## src/hdl/pidlf_pkg.sv

```systemverilog
// ----------------------------------------------------------------------------
// pidlf_pkg - shared types and constants
// Register indexes, field widths and limits of the PID line follower.
// ----------------------------------------------------------------------------
package pidlf_pkg;

  localparam int ACCUM_BITS_DEF = 24;
  localparam int SENSOR_W       = 11;
  localparam int PROX_W         = 3;
  localparam int ACCEL_W        = 16;
  localparam int GAIN_W         = 16;
  localparam int DRIVE_W        = 10;
  localparam int ERR_W          = 13;
  localparam int DERIV_W        = 14;
  localparam int CFG_ADDR_W     = 3;
  localparam int CFG_DATA_W     = 16;
  localparam int IN_DATA_W      = 80;
  localparam int OUT_DATA_W     = 24;

  localparam logic [PROX_W:0] FINISH_PROX = 4'd12;
  localparam int              DRIVE_LIMIT = 400;

  localparam logic signed [DRIVE_W-1:0] DRIVE_MAX = 10'sd400;
  localparam logic signed [DRIVE_W-1:0] DRIVE_MIN = -10'sd400;

  typedef enum logic [CFG_ADDR_W-1:0] {
    CFG_GAIN_P        = 3'd0,
    CFG_GAIN_I        = 3'd1,
    CFG_GAIN_D        = 3'd2,
    CFG_BASE_SPEED    = 3'd3,
    CFG_DIRECTION_SEL = 3'd4,
    CFG_DARK_LINE     = 3'd5
  } cfg_reg_t;

  // per-item flags riding along the pipeline
  typedef struct packed {
    logic kill;    // run already over: all-zero result
    logic upside;  // accel z negative
    logic done;    // proximity sum hit the finish count, not upside down
  } stage_flags_t;

endpackage

```

## src/hdl/pid_line_follower.sv

```systemverilog
// ----------------------------------------------------------------------------
// pid_line_follower - PID line follower controller
// Sensor error, integral and derivative feed three Q8.8 gain terms that steer
// the left and right drive around the base speed.
// ----------------------------------------------------------------------------
// Stages: input register, stage 1 register, gain product registers, output
//   register. Throughput: one item per cycle unless out_tready holds it back.
// Integral and last error live in stage 0, so each sample sees the last one's.
// Reset (rst_n low, synchronous): pipeline empty, integral, last error, run
//   flag and all configuration registers cleared to zero.
module pid_line_follower #(
  parameter int ACCUM_BITS = pidlf_pkg::ACCUM_BITS_DEF
) (
  input  logic                                clk,
  input  logic                                rst_n,
  // config write port
  input  logic                                cfg_wr_en,
  input  logic [pidlf_pkg::CFG_ADDR_W-1:0]    cfg_addr,
  input  logic [pidlf_pkg::CFG_DATA_W-1:0]    cfg_wdata,
  // sample stream
  input  logic                                in_tvalid,
  output logic                                in_tready,
  // start_req[0], sensor_0[11:1], sensor_1[22:12], sensor_2[33:23],
  // sensor_3[44:34], sensor_4[55:45], prox_left[58:56], prox_right[61:59],
  // accel_z[77:62], zero pad[79:78]
  input  logic [pidlf_pkg::IN_DATA_W-1:0]     in_tdata,
  // drive stream
  output logic                                out_tvalid,
  input  logic                                out_tready,
  // left_drive[9:0], right_drive[19:10], finished[20], halted[21], zero[23:22]
  output logic [pidlf_pkg::OUT_DATA_W-1:0]    out_tdata
);

  localparam int SW  = pidlf_pkg::SENSOR_W;
  localparam int EW  = pidlf_pkg::ERR_W;
  localparam int DW  = pidlf_pkg::DERIV_W;
  localparam int GW  = pidlf_pkg::GAIN_W;
  localparam int VW  = pidlf_pkg::DRIVE_W;
  localparam int PW  = pidlf_pkg::PROX_W;
  localparam int AW  = ACCUM_BITS;
  localparam int CW  = ACCUM_BITS + 10;   // correction sum
  localparam int LW  = CW + 1;            // base +/- correction
  localparam int QPW = EW + GW - 8;
  localparam int QIW = AW + GW - 8;
  localparam int QDW = DW + GW - 8;

  localparam logic signed [AW-1:0] SUM_MAX = {1'b0, {(AW-1){1'b1}}};
  localparam logic signed [AW-1:0] SUM_MIN = {1'b1, {(AW-1){1'b0}}};
  localparam logic signed [LW-1:0] LIM_HI  = LW'(pidlf_pkg::DRIVE_LIMIT);
  localparam logic signed [LW-1:0] LIM_LO  = -LIM_HI;

  // --------------------------------------------------------------------------
  // configuration registers
  // --------------------------------------------------------------------------
  logic signed [GW-1:0] gain_p_r, gain_i_r, gain_d_r;
  logic signed [VW-1:0] base_speed_r;
  logic                 direction_sel_r, dark_line_r;

  always_ff @(posedge clk) begin
    if (!rst_n) begin
      gain_p_r        <= '0;
      gain_i_r        <= '0;
      gain_d_r        <= '0;
      base_speed_r    <= '0;
      direction_sel_r <= 1'b0;
      dark_line_r     <= 1'b0;
    end else if (cfg_wr_en) begin
      case (pidlf_pkg::cfg_reg_t'(cfg_addr))
        pidlf_pkg::CFG_GAIN_P:        gain_p_r        <= cfg_wdata[GW-1:0];
        pidlf_pkg::CFG_GAIN_I:        gain_i_r        <= cfg_wdata[GW-1:0];
        pidlf_pkg::CFG_GAIN_D:        gain_d_r        <= cfg_wdata[GW-1:0];
        pidlf_pkg::CFG_BASE_SPEED:    base_speed_r    <= cfg_wdata[VW-1:0];
        pidlf_pkg::CFG_DIRECTION_SEL: direction_sel_r <= cfg_wdata[0];
        pidlf_pkg::CFG_DARK_LINE:     dark_line_r     <= cfg_wdata[0];
        default: ;  // unmapped index: ignored
      endcase
    end
  end

  // --------------------------------------------------------------------------
  // pipeline flow control: each stage moves when the one after it can take it,
  // so a bubble anywhere keeps the input open while the output is stalled
  // --------------------------------------------------------------------------
  logic v0_r, v1_r, v2_r, out_valid_r;
  logic rdy1, rdy2, rdy3;

  assign rdy3      = !out_valid_r || out_tready;
  assign rdy2      = !v2_r || rdy3;
  assign rdy1      = !v1_r || rdy2;
  assign in_tready = !v0_r || rdy1;

  always_ff @(posedge clk) begin
    if (!rst_n) begin
      v0_r        <= 1'b0;
      v1_r        <= 1'b0;
      v2_r        <= 1'b0;
      out_valid_r <= 1'b0;
    end else begin
      if (in_tready) v0_r        <= in_tvalid;
      if (rdy1)      v1_r        <= v0_r;
      if (rdy2)      v2_r        <= v1_r;
      if (rdy3)      out_valid_r <= v2_r;
    end
  end

  // --------------------------------------------------------------------------
  // stage 0: input register
  // --------------------------------------------------------------------------
  logic                          start0_r;
  logic [SW-1:0]                 sens0_r [5];
  logic [PW-1:0]                 prox_l0_r, prox_r0_r;
  logic signed [pidlf_pkg::ACCEL_W-1:0] accel0_r;

  always_ff @(posedge clk) begin
    if (in_tready && in_tvalid) begin
      start0_r   <= in_tdata[0];
      sens0_r[0] <= in_tdata[11:1];
      sens0_r[1] <= in_tdata[22:12];
      sens0_r[2] <= in_tdata[33:23];
      sens0_r[3] <= in_tdata[44:34];
      sens0_r[4] <= in_tdata[55:45];
      prox_l0_r  <= in_tdata[58:56];
      prox_r0_r  <= in_tdata[61:59];
      accel0_r   <= in_tdata[77:62];
    end
  end

  // --------------------------------------------------------------------------
  // stage 0 logic: error, integral and derivative; loop state updates here
  // --------------------------------------------------------------------------
  logic signed [AW-1:0] error_sum_r, error_sum_nxt;
  logic signed [EW-1:0] prev_error_r;
  logic                 run_over_r;

  logic [EW-1:0]        sx [5];
  logic signed [EW-1:0] err;
  logic signed [AW-1:0] sum_base;
  logic signed [EW-1:0] prev_base;
  logic signed [AW:0]   sum_wide;
  logic signed [DW-1:0] deriv;
  logic [PW:0]          prox_sum;
  logic                 fire0;
  pidlf_pkg::stage_flags_t flags0;

  always_comb begin
    for (int k = 0; k < 5; k++) begin
      sx[k] = {{(EW-SW){1'b0}}, sens0_r[k]};
    end
    // true error always fits 13 bits, so wrapping arithmetic is exact
    if (dark_line_r) begin
      if (direction_sel_r) err = sx[0] + sx[1] - sx[2] - sx[3];
      else                 err = sx[1] + sx[2] - sx[3] - sx[4];
    end else begin
      err = sx[3] - sx[1];
    end
  end

  // start request clears the loop state ahead of this sample
  assign sum_base  = start0_r ? '0 : error_sum_r;
  assign prev_base = start0_r ? '0 : prev_error_r;
  assign sum_wide  = {sum_base[AW-1], sum_base} + {{(AW+1-EW){err[EW-1]}}, err};
  assign deriv     = {err[EW-1], err} - {prev_base[EW-1], prev_base};
  assign prox_sum  = {1'b0, prox_l0_r} + {1'b0, prox_r0_r};

  always_comb begin
    if (sum_wide[AW] != sum_wide[AW-1]) begin
      error_sum_nxt = sum_wide[AW] ? SUM_MIN : SUM_MAX;
    end else begin
      error_sum_nxt = sum_wide[AW-1:0];
    end
  end

  assign flags0.kill   = run_over_r && !start0_r;
  assign flags0.upside = accel0_r[pidlf_pkg::ACCEL_W-1];
  assign flags0.done   = (prox_sum == pidlf_pkg::FINISH_PROX) && !flags0.upside;
  assign fire0         = v0_r && rdy1;

  always_ff @(posedge clk) begin
    if (!rst_n) begin
      error_sum_r  <= '0;
      prev_error_r <= '0;
      run_over_r   <= 1'b0;
    end else if (fire0 && !flags0.kill) begin
      error_sum_r  <= error_sum_nxt;
      prev_error_r <= err;
      run_over_r   <= flags0.upside || flags0.done;
    end
  end

  // --------------------------------------------------------------------------
  // stage 1 register
  // --------------------------------------------------------------------------
  logic signed [EW-1:0]    err1_r;
  logic signed [AW-1:0]    sum1_r;
  logic signed [DW-1:0]    deriv1_r;
  pidlf_pkg::stage_flags_t flags1_r, flags2_r;

  always_ff @(posedge clk) begin
    if (rdy1) begin
      err1_r   <= err;
      sum1_r   <= error_sum_nxt;
      deriv1_r <= deriv;
      flags1_r <= flags0;
    end
  end

  // --------------------------------------------------------------------------
  // stage 2: gain multipliers (product registers inside the terms)
  // --------------------------------------------------------------------------
  logic signed [QPW-1:0] qp;
  logic signed [QIW-1:0] qi;
  logic signed [QDW-1:0] qd;

  pidlf_term #(.A_W(EW)) u_term_p (
    .clk (clk), .en (rdy2), .a (err1_r), .gain (gain_p_r), .q (qp)
  );

  pidlf_term #(.A_W(AW)) u_term_i (
    .clk (clk), .en (rdy2), .a (sum1_r), .gain (gain_i_r), .q (qi)
  );

  pidlf_term #(.A_W(DW)) u_term_d (
    .clk (clk), .en (rdy2), .a (deriv1_r), .gain (gain_d_r), .q (qd)
  );

  always_ff @(posedge clk) begin
    if (rdy2) flags2_r <= flags1_r;
  end

  // --------------------------------------------------------------------------
  // stage 2 logic: correction, wheel speeds, saturation
  // --------------------------------------------------------------------------
  logic signed [CW-1:0] corr;
  logic signed [LW-1:0] base_x, corr_x, left_w, right_w;
  logic signed [VW-1:0] left_sat, right_sat;
  logic [VW-1:0]        left_nxt, right_nxt;
  logic                 fin_nxt, halt_nxt;

  assign corr = {{(CW-QPW){qp[QPW-1]}}, qp}
              + {{(CW-QIW){qi[QIW-1]}}, qi}
              + {{(CW-QDW){qd[QDW-1]}}, qd};

  assign base_x  = {{(LW-VW){base_speed_r[VW-1]}}, base_speed_r};
  assign corr_x  = {corr[CW-1], corr};
  assign left_w  = base_x - corr_x;
  assign right_w = base_x + corr_x;

  always_comb begin
    if (left_w > LIM_HI)       left_sat = pidlf_pkg::DRIVE_MAX;
    else if (left_w < LIM_LO)  left_sat = pidlf_pkg::DRIVE_MIN;
    else                       left_sat = left_w[VW-1:0];
    if (right_w > LIM_HI)      right_sat = pidlf_pkg::DRIVE_MAX;
    else if (right_w < LIM_LO) right_sat = pidlf_pkg::DRIVE_MIN;
    else                       right_sat = right_w[VW-1:0];
  end

  always_comb begin
    left_nxt  = '0;
    right_nxt = '0;
    fin_nxt   = 1'b0;
    halt_nxt  = 1'b0;
    if (flags2_r.kill) begin
      // run over: all-zero result
    end else if (flags2_r.upside) begin
      halt_nxt = 1'b1;
    end else begin
      left_nxt  = left_sat;
      right_nxt = right_sat;
      fin_nxt   = flags2_r.done;
    end
  end

  // --------------------------------------------------------------------------
  // output register
  // --------------------------------------------------------------------------
  logic [VW-1:0] left_r, right_r;
  logic          fin_r, halt_r;

  always_ff @(posedge clk) begin
    if (rdy3 && v2_r) begin
      left_r  <= left_nxt;
      right_r <= right_nxt;
      fin_r   <= fin_nxt;
      halt_r  <= halt_nxt;
    end
  end

  assign out_tvalid = out_valid_r;
  assign out_tdata  = {2'b00, halt_r, fin_r, right_r, left_r};

endmodule

```

## src/hdl/pidlf_term.sv

```systemverilog
// ----------------------------------------------------------------------------
// pidlf_term - one Q8.8 gain term
// Registered signed product, then truncation toward zero to an integer.
// ----------------------------------------------------------------------------
module pidlf_term #(
  parameter int A_W = 13
) (
  input  logic                                 clk,
  input  logic                                 en,
  input  logic signed [A_W-1:0]                a,
  input  logic signed [pidlf_pkg::GAIN_W-1:0]  gain,
  output logic signed [A_W+pidlf_pkg::GAIN_W-9:0] q
);

  localparam int P_W = A_W + pidlf_pkg::GAIN_W;

  logic signed [P_W-1:0] prod_r;
  logic signed [P_W-1:0] prod_adj;

  always_ff @(posedge clk) begin
    if (en) begin
      prod_r <= a * gain;
    end
  end

  // bias negatives by 255 so the shift rounds toward zero
  assign prod_adj = prod_r + {{(P_W-8){1'b0}}, {8{prod_r[P_W-1]}}};
  assign q        = prod_adj[P_W-1:8];

endmodule

```

## config.mk

```make
export PLATFORM = sky130hd
export DESIGN_NAME = pid_line_follower
export DESIGN_NICKNAME = d
export VERILOG_FILES = /design/src/hdl/pidlf_pkg.sv /design/src/hdl/pid_line_follower.sv /design/src/hdl/pidlf_term.sv
export SDC_FILE = /design/constraint.sdc
export NUM_CORES = 2
export LEC_CHECK = 0
export ABC_AREA = 1
export BUFFER_PORTS_ARGS = -buffer_cell sky130_fd_sc_hd__buf_2
export CELL_PAD_IN_SITES_DETAIL_PLACEMENT = 1
export CELL_PAD_IN_SITES_GLOBAL_PLACEMENT = 1
export CORE_ASPECT_RATIO = 0.6
export CORE_MARGIN = 2
export CORE_UTILIZATION = 40
export CTS_BUF_LIST = sky130_fd_sc_hd__clkbuf_8
export CTS_CLUSTER_SIZE = 40
export DETAILED_ROUTE_END_ITERATION = 12
export PLACE_DENSITY = 0.66
export SLEW_MARGIN = 25
export SYNTH_ARGS = -nofsm -noshare
export SYNTH_HDL_FRONTEND = slang
export SYNTH_SLANG_ARGS = --single-unit
export TNS_END_PERCENT = 10
```

## constraint.sdc

```tcl
create_clock -name clk -period 8.3 [get_ports clk]
set_input_delay 0 -clock clk [delete_from_list [all_inputs] [get_ports clk]]
set_output_delay 0 -clock clk [all_outputs]
set_load 0.005 [all_outputs]
```

* Word-level counts from Yosys, hierarchy flattened *
Memories as Yosys holds them, arrays and structs flattened.
Index checks and enable logic that the tools add are counted.

word-level totals
  bits in registers = 303
  bits in read-only memories = 0
  output and inout bits = 26
  latch bits = 0
  memories kept = 1
  word-level logic and storage cells = 112
  RAM bits = 55

cells by class
  divide/modulo/power cells = 0
  bitwise logic cells = 0
  $mul = 3
  shift operators = 0
  mux-type cells = 13
  add/subtract/negate cells = 17
  $lt $le $gt $ge = 4
  reduce and logical (&&, ||, !) cells = 30
  eq/ne operators = 7

memories
  name     depth  bits a word  read ports  clocked after Yosys merged registers in  wr ports  RTL line                  RTL
  sens0_r  5      11           5           0                                        5         pid_line_follower.sv:110  logic [SW-1:0] sens0_r [5];

operators with widths
  cell                                                                    count
  24-bit two-way mux                                                      3
  35-bit by 10-bit > comparator with 1-bit output, second input constant  2
  35-bit by 10-bit < comparator with 1-bit output, second input constant  2
  40-bit by 8-bit adder with 40-bit output                                1
  24-bit by 16-bit multiplier with 40-bit output                          1
  13-bit two-way mux                                                      3
  10-bit by 34-bit adder with 35-bit output                               1
  10-bit by 34-bit subtractor with 35-bit output                          1
  33-bit by 22-bit adder with 34-bit output                               1
  21-bit by 32-bit adder with 33-bit output                               1
  30-bit by 8-bit adder with 30-bit output                                1
  14-bit by 16-bit multiplier with 30-bit output                          1
  29-bit by 8-bit adder with 29-bit output                                1
  13-bit by 16-bit multiplier with 29-bit output                          1
  12-bit by 11-bit subtractor with 13-bit output                          2
  13-bit by 11-bit subtractor with 13-bit output                          2
  24-bit by 13-bit adder with 25-bit output                               1
  11-bit by 11-bit adder with 12-bit output                               2
  10-bit two-way mux                                                      2
  9-bit two-way mux                                                       2
  13-bit by 13-bit subtractor with 14-bit output                          1
  2-bit AND reduction                                                     6
  11-bit by 11-bit subtractor with 12-bit output                          1
  4-bit OR reduction                                                      2
  other kinds (13)                                                        33

* Depth between registers and ports, before layout *
An unclocked memory read counts as a cell.

  depth after elaboration = 9
  depth in mapped cells = 52
  depth with buffers taken out = 51

* By module *
A second synthesis with hierarchy kept.

second synthesis, totals
  cell total of the unflattened synthesis = 8409
  area, all modules = 61521.5 um2

modules (own cells, without submodules)
  module                  times used  area an instance (um2)  cells an instance
  pid_line_follower       1           21909.8                 2998
  pidlf_term at u_term_i  1           17738.3                 2408
  pidlf_term at u_term_d  1           11528.6                 1591
  pidlf_term at u_term_p  1           10344.9                 1412

* Worst setup path after synthesis *
OpenSTA, ideal clock, no wires.

  path kind = register to register
  from = register u_term_d.prod_r[29]
  to = register left_r[4], data pin
  library setup time = 258 ps
  stages on the path, launching flop included = 41
  arrival = 6992 ps
  required time = 8042 ps
  path slack = 1050 ps
  buffers on the path = 0
  period minus slack after synthesis = 7250 ps
  cells stage by stage = edfxtp_1 > ha_1 > nand4_1 > o221ai_1 > nand2_1 > nand2_1 > nand3_1 > and2_1 > nor2_1 > inv_1 > nor2_1 > inv_1 > nor2_1 > nand2_1 > xnor2_1 > fa_1 > ha_1 > nand2_1 > [5 not listed] > xnor2_1 > inv_1 > ha_1 > nor2_1 > nand2_1 > or2_2 > nor3_1 > nand2_1 > nand2_1 > nand2_1 > nand2_1 > nand3_1 > nor2_1 > nand3_1 > nand2_2 > nand2_1 > nor2_1 > nor2_1

between the ends
  longest elaborated chain between the ends = 6
  elaborated cells between the ends (all ways) = 7
  classes of those cells = add/sub: 3; order compare: 2; mux: 2

ends and longest elaborated chain
  what                                              RTL line                  RTL
  start, declared                                   pidlf_term.sv:17          logic signed [P_W-1:0] prod_r;
  start signal, assigned                            pidlf_term.sv:22          prod_r <= a * gain;
  30-bit by 8-bit adder with 30-bit output *        pidlf_term.sv:27          assign prod_adj = prod_r + {{(P_W-8){1'b0}}, {8{prod_r[P_W-1]}}};
  33-bit by 22-bit adder with 34-bit output *       pid_line_follower.sv:241  + {{(CW-QDW){qd[QDW-1]}}, qd};
  10-bit by 34-bit subtractor with 35-bit output *  pid_line_follower.sv:245  assign left_w = base_x - corr_x;
  35-bit by 10-bit < comparator with 1-bit output   pid_line_follower.sv:250  else if (left_w < LIM_LO) left_sat = pidlf_pkg::DRIVE_MIN;
  10-bit two-way mux                                pid_line_follower.sv:250
  9-bit two-way mux *                               pid_line_follower.sv:249  if (left_w > LIM_HI) left_sat = pidlf_pkg::DRIVE_MAX;
  end signal, assigned                              pid_line_follower.sv:281  left_r <= left_nxt;
  end, declared                                     pid_line_follower.sv:276  logic [VW-1:0] left_r, right_r;

Every way passes the cells marked *; elsewhere a longest branch is shown, timed or not.
A chain may end at the register's enable or synchronous reset.

* Worst setup path after layout *
  from = register u_term_d.prod_r[29]
  to = register right_r[2], data pin

between the ends
  longest elaborated chain between the ends = 5
  elaborated cells between the ends (all ways) = 6
  classes of those cells = add/sub: 3; order compare: 2; reduce/logical: 1

ends and longest elaborated chain
  what                                                                                                                       RTL line                                            RTL
  30-bit by 8-bit adder with 30-bit output *                                                                                 pidlf_term.sv:27
  33-bit by 22-bit adder with 34-bit output *                                                                                pid_line_follower.sv:241
  10-bit by 34-bit adder with 35-bit output *                                                                                pid_line_follower.sv:246                            assign right_w = base_x + corr_x;
  35-bit by 10-bit > comparator with 1-bit output / 35-bit by 10-bit < comparator with 1-bit output (equally long branches)  pid_line_follower.sv:252, pid_line_follower.sv:253
  4-bit OR reduction (no line)                                                                                               -
  end signal, assigned                                                                                                       pid_line_follower.sv:282                            right_r <= right_nxt;
  end, declared                                                                                                              pid_line_follower.sv:276

Marks and branches as above.

==> qor.yml <==
status: "finished, final reports clean"
fin_tns_setup_ns: 0
cts-buffers-inserted: 58
worst_ep_arrival_time_ns: 8.44
design_area_um2: 64200
tightest_slew_ns: 1.05
crit_type: "reg -> reg"
drcViolationCount: 0
cts_tree: "yes"
fin_skew_ns: 0.0753
place_congestion: 0.936
vias_per_cell: 5.08
syn2layout_area_growth_pct: 11.7
drv_slew: 0
met3_length_mm: 12.6
die_y_um: 298
path_clk_slew_ns: 0.08
max_stage_delay_ns: 0.46
relSlewSlack_pct: 30.3
synth_cells: 7449
clock-root-buffer: "clkbuf_8"
critPathMaxFanout: 11
layout-drive-gt1-share_pct: 6.99
grt_pass1_vias: 53500
dieArea_um2: 147000
pin_count: 130
met1_length_mm: 102
io_buffers: 110
wl_met2_mm: 80.1
hold_viol_final: 0
crit_top_cell: "nand2_1"
grt_antenna_before_repair: 4
whs_path_depth: 5
rrSetupSlack_ns: 0.49
rows: 107
avgSynthCellArea_um2: 7.72
yosys_warnings: 0
top_layer_used: "met4"
htree_levels: 2
grt_first_pass_wirelength_mm: 314
track_usage_pct: 27.5
dr.pass1.iters: 5
final_antenna_net_count: 0
final_util_pct: 45.1
maxCapViolations: 0
min-delay-path-class: "in -> reg"
ff2ff_path_depth: 41
ys_ff_latch: 343
fill_cells: 17600
seq_area_frac_synth_pct: 16.1
min_period_over_period_pct: 94.1
wirelength_mm: 198
required_ns: 8.93
synthDistinctLibCells: 53
min_period_ns: 7.81
start_util_pct: 40.4
endpoint_kind: "flop"
worstSetupStartpointType: "flop"
vias: 49400
place_hpwl_mm: 164
netlist.area_leader.share_pct: 30.3
clkSinkCount: 343
yosys-top-cells-area: "fa_1, edfxtp_1, inv_1"
grt_max_degree: 71
nets: 9187
clockBufferDepth: 3
synth_top_area_cell: "fa_1"
cp_slowest_cell: "edfxtp_1"
synth_area_um2: 57500
core_um2: 142000
setup_viol: 0
drtIter0Drc: 3330
overflow: 0
clock.fmax_mhz: 128
post_drt_wl_per_cell_um: 20.4
clkLatencyLatePin_ns: 0.83
dpl_cell_area_um2: 61100
dieWidth_um: 493
==> synth_stat cells, drive strengths merged <==
library cell  count
or2              60
o21a             17
o211ai           15
o41ai             2
fa              871
a21oi           318
a31o              3
o311ai            2
nand3b            7
o2111ai           4
o31ai             3
a21o             19
o211a             1
nor2            506
conb              1
a211oi            5
ha              452
xor2            161
clkinv            3
inv            1839
and3              1
nand4            74
nand2          1823
a221oi            4
edfxtp          241
o21ai           223
a211o             1
o21bai           22
nand3           219
and2              6
a31oi            28
o22ai             1
a21boi           11
nor4             19
nor4b             1
xnor2            85
a311oi            2
o221ai            6
clkbuf          191
dfxtp           102
nor3             75
buf              25
==> what timing repair did <==
item	4_1_cts	5_1_grt
hold buffers	157	0
hold endpoints to repair	140	0
gates resized for setup	0	62
setup endpoints to repair	0	20
setup buffers	0	8
==> worst paths after layout <==
check,from,end
hold reg to reg,flags1_r[1],flags2_r[1]
hold / removal,rst_n,prev_error_r[11]
setup / recovery,u_term_d.prod_r[29],right_r[2]
setup reg to reg,u_term_d.prod_r[29],right_r[2]
==> through the flow <==
stage / setup slack [ns] / hold slack (ns) / cells
3_3_place_gp: 0.390 / 0.177 / 9441
5_1_grt: -0.0654 / 0.114 / 9719
4_1_cts: 0.0158 / 0.0240 / 9709
2_1_floorplan: 1.05 / 0.0989 / 7450
3_5_place_dp: 0.0602 / 0.178 / 9442
6_report: 0.491 / 0.0928 / 9720
==> sequential cells by signal, indices dropped and copies added, names as in the netlist, 3 cells and up <==
name             count
prox_r0_r            3
u_term_p.prod_r     29
deriv1_r            14
error_sum_r         24
gain_d_r            16
flags2_r             3
err1_r              13
flags1_r             3
right_r             10
u_term_d.prod_r     30
prev_error_r        13
gain_i_r            16
left_r              10
sens0_r             55
base_speed_r        10
sum1_r              24
u_term_i.prod_r     40
gain_p_r            16
prox_l0_r            3
==> cells by family (layout without fill, tap and decap cells) <==
logic type,after synthesis,in the layout,synth area share (%)
xor+xnor,246,246,3.75
other cells,1,5,0.00652
fa+ha+maj,1323,1323,40.2
simple gates,2791,2791,19.8
buf+inv,2058,2418,13.5
flops,343,343,16.1
compound gates,687,687,6.64
==> cell type report <==
| cell class | instances | area, um2 | share of cell area, % |
|---|---|---|---|
| Antenna cell | 3 | 7.51 | 0.0117 |
| Clock buffer | 62 | 853 | 1.33 |
| Clock inverter | 48 | 374 | 0.583 |
| Inverter | 1842 | 6920 | 10.8 |
| Multi-Input combinational cell | 5049 | 40700 | 63.4 |
| Sequential cell | 343 | 9280 | 14.5 |
| Tap cell | 1907 | 2390 | 3.72 |
| Timing Repair Buffer | 466 | 3660 | 5.70 |
==> worst max-delay path, delay by kind of cell, from the launching register on <==
kind	cells	cell delay, ns
XOR/XNOR	2	0.44
AND/OR/NAND/NOR	23	3.32
AO/OA/AOI/OAI	3	0.57
buffers and inverters	9	1.34
flip-flops	1	0.46
adder cells (fa/ha/maj)	4	1.48
==> per-layer routing <==
layer,GRT usage (%),up-vias
li1,-,23000
met1,43.4,25000
met2,39.3,1247
met3,4.28,192
met4,5.34,0
met5,0,-
==> placed cells by master (no fill, tap or decap), types with 6 or more instances in the layout <==
cell	count
inv_1	1845
nand2_1	1818
fa_1	871
nor2_1	486
ha_1	442
a21oi_1	307
edfxtp_1	241
nand3_1	212
o21ai_0	208
buf_4	195
dlygate4sd3_1	157
xor2_1	156
buf_2	111
dfxtp_1	101
xnor2_1	84
nand4_1	74
nor3_1	65
clkbuf_8	62
or2_2	60
a31oi_1	28
o21bai_1	20
a21o_1	19
nor4_1	18
o21a_1	17
clkinv_1	16
o211ai_1	15
nor2_2	15
clkinv_2	11
a21oi_2	10
nor3_2	10
o21ai_1	9
ha_2	8
nand3b_1	7
o21ai_2	6
nand3_2	6
Power is not shown: default switching activity piles up to over one toggle a cycle in this logic, so the estimate is an artifact.
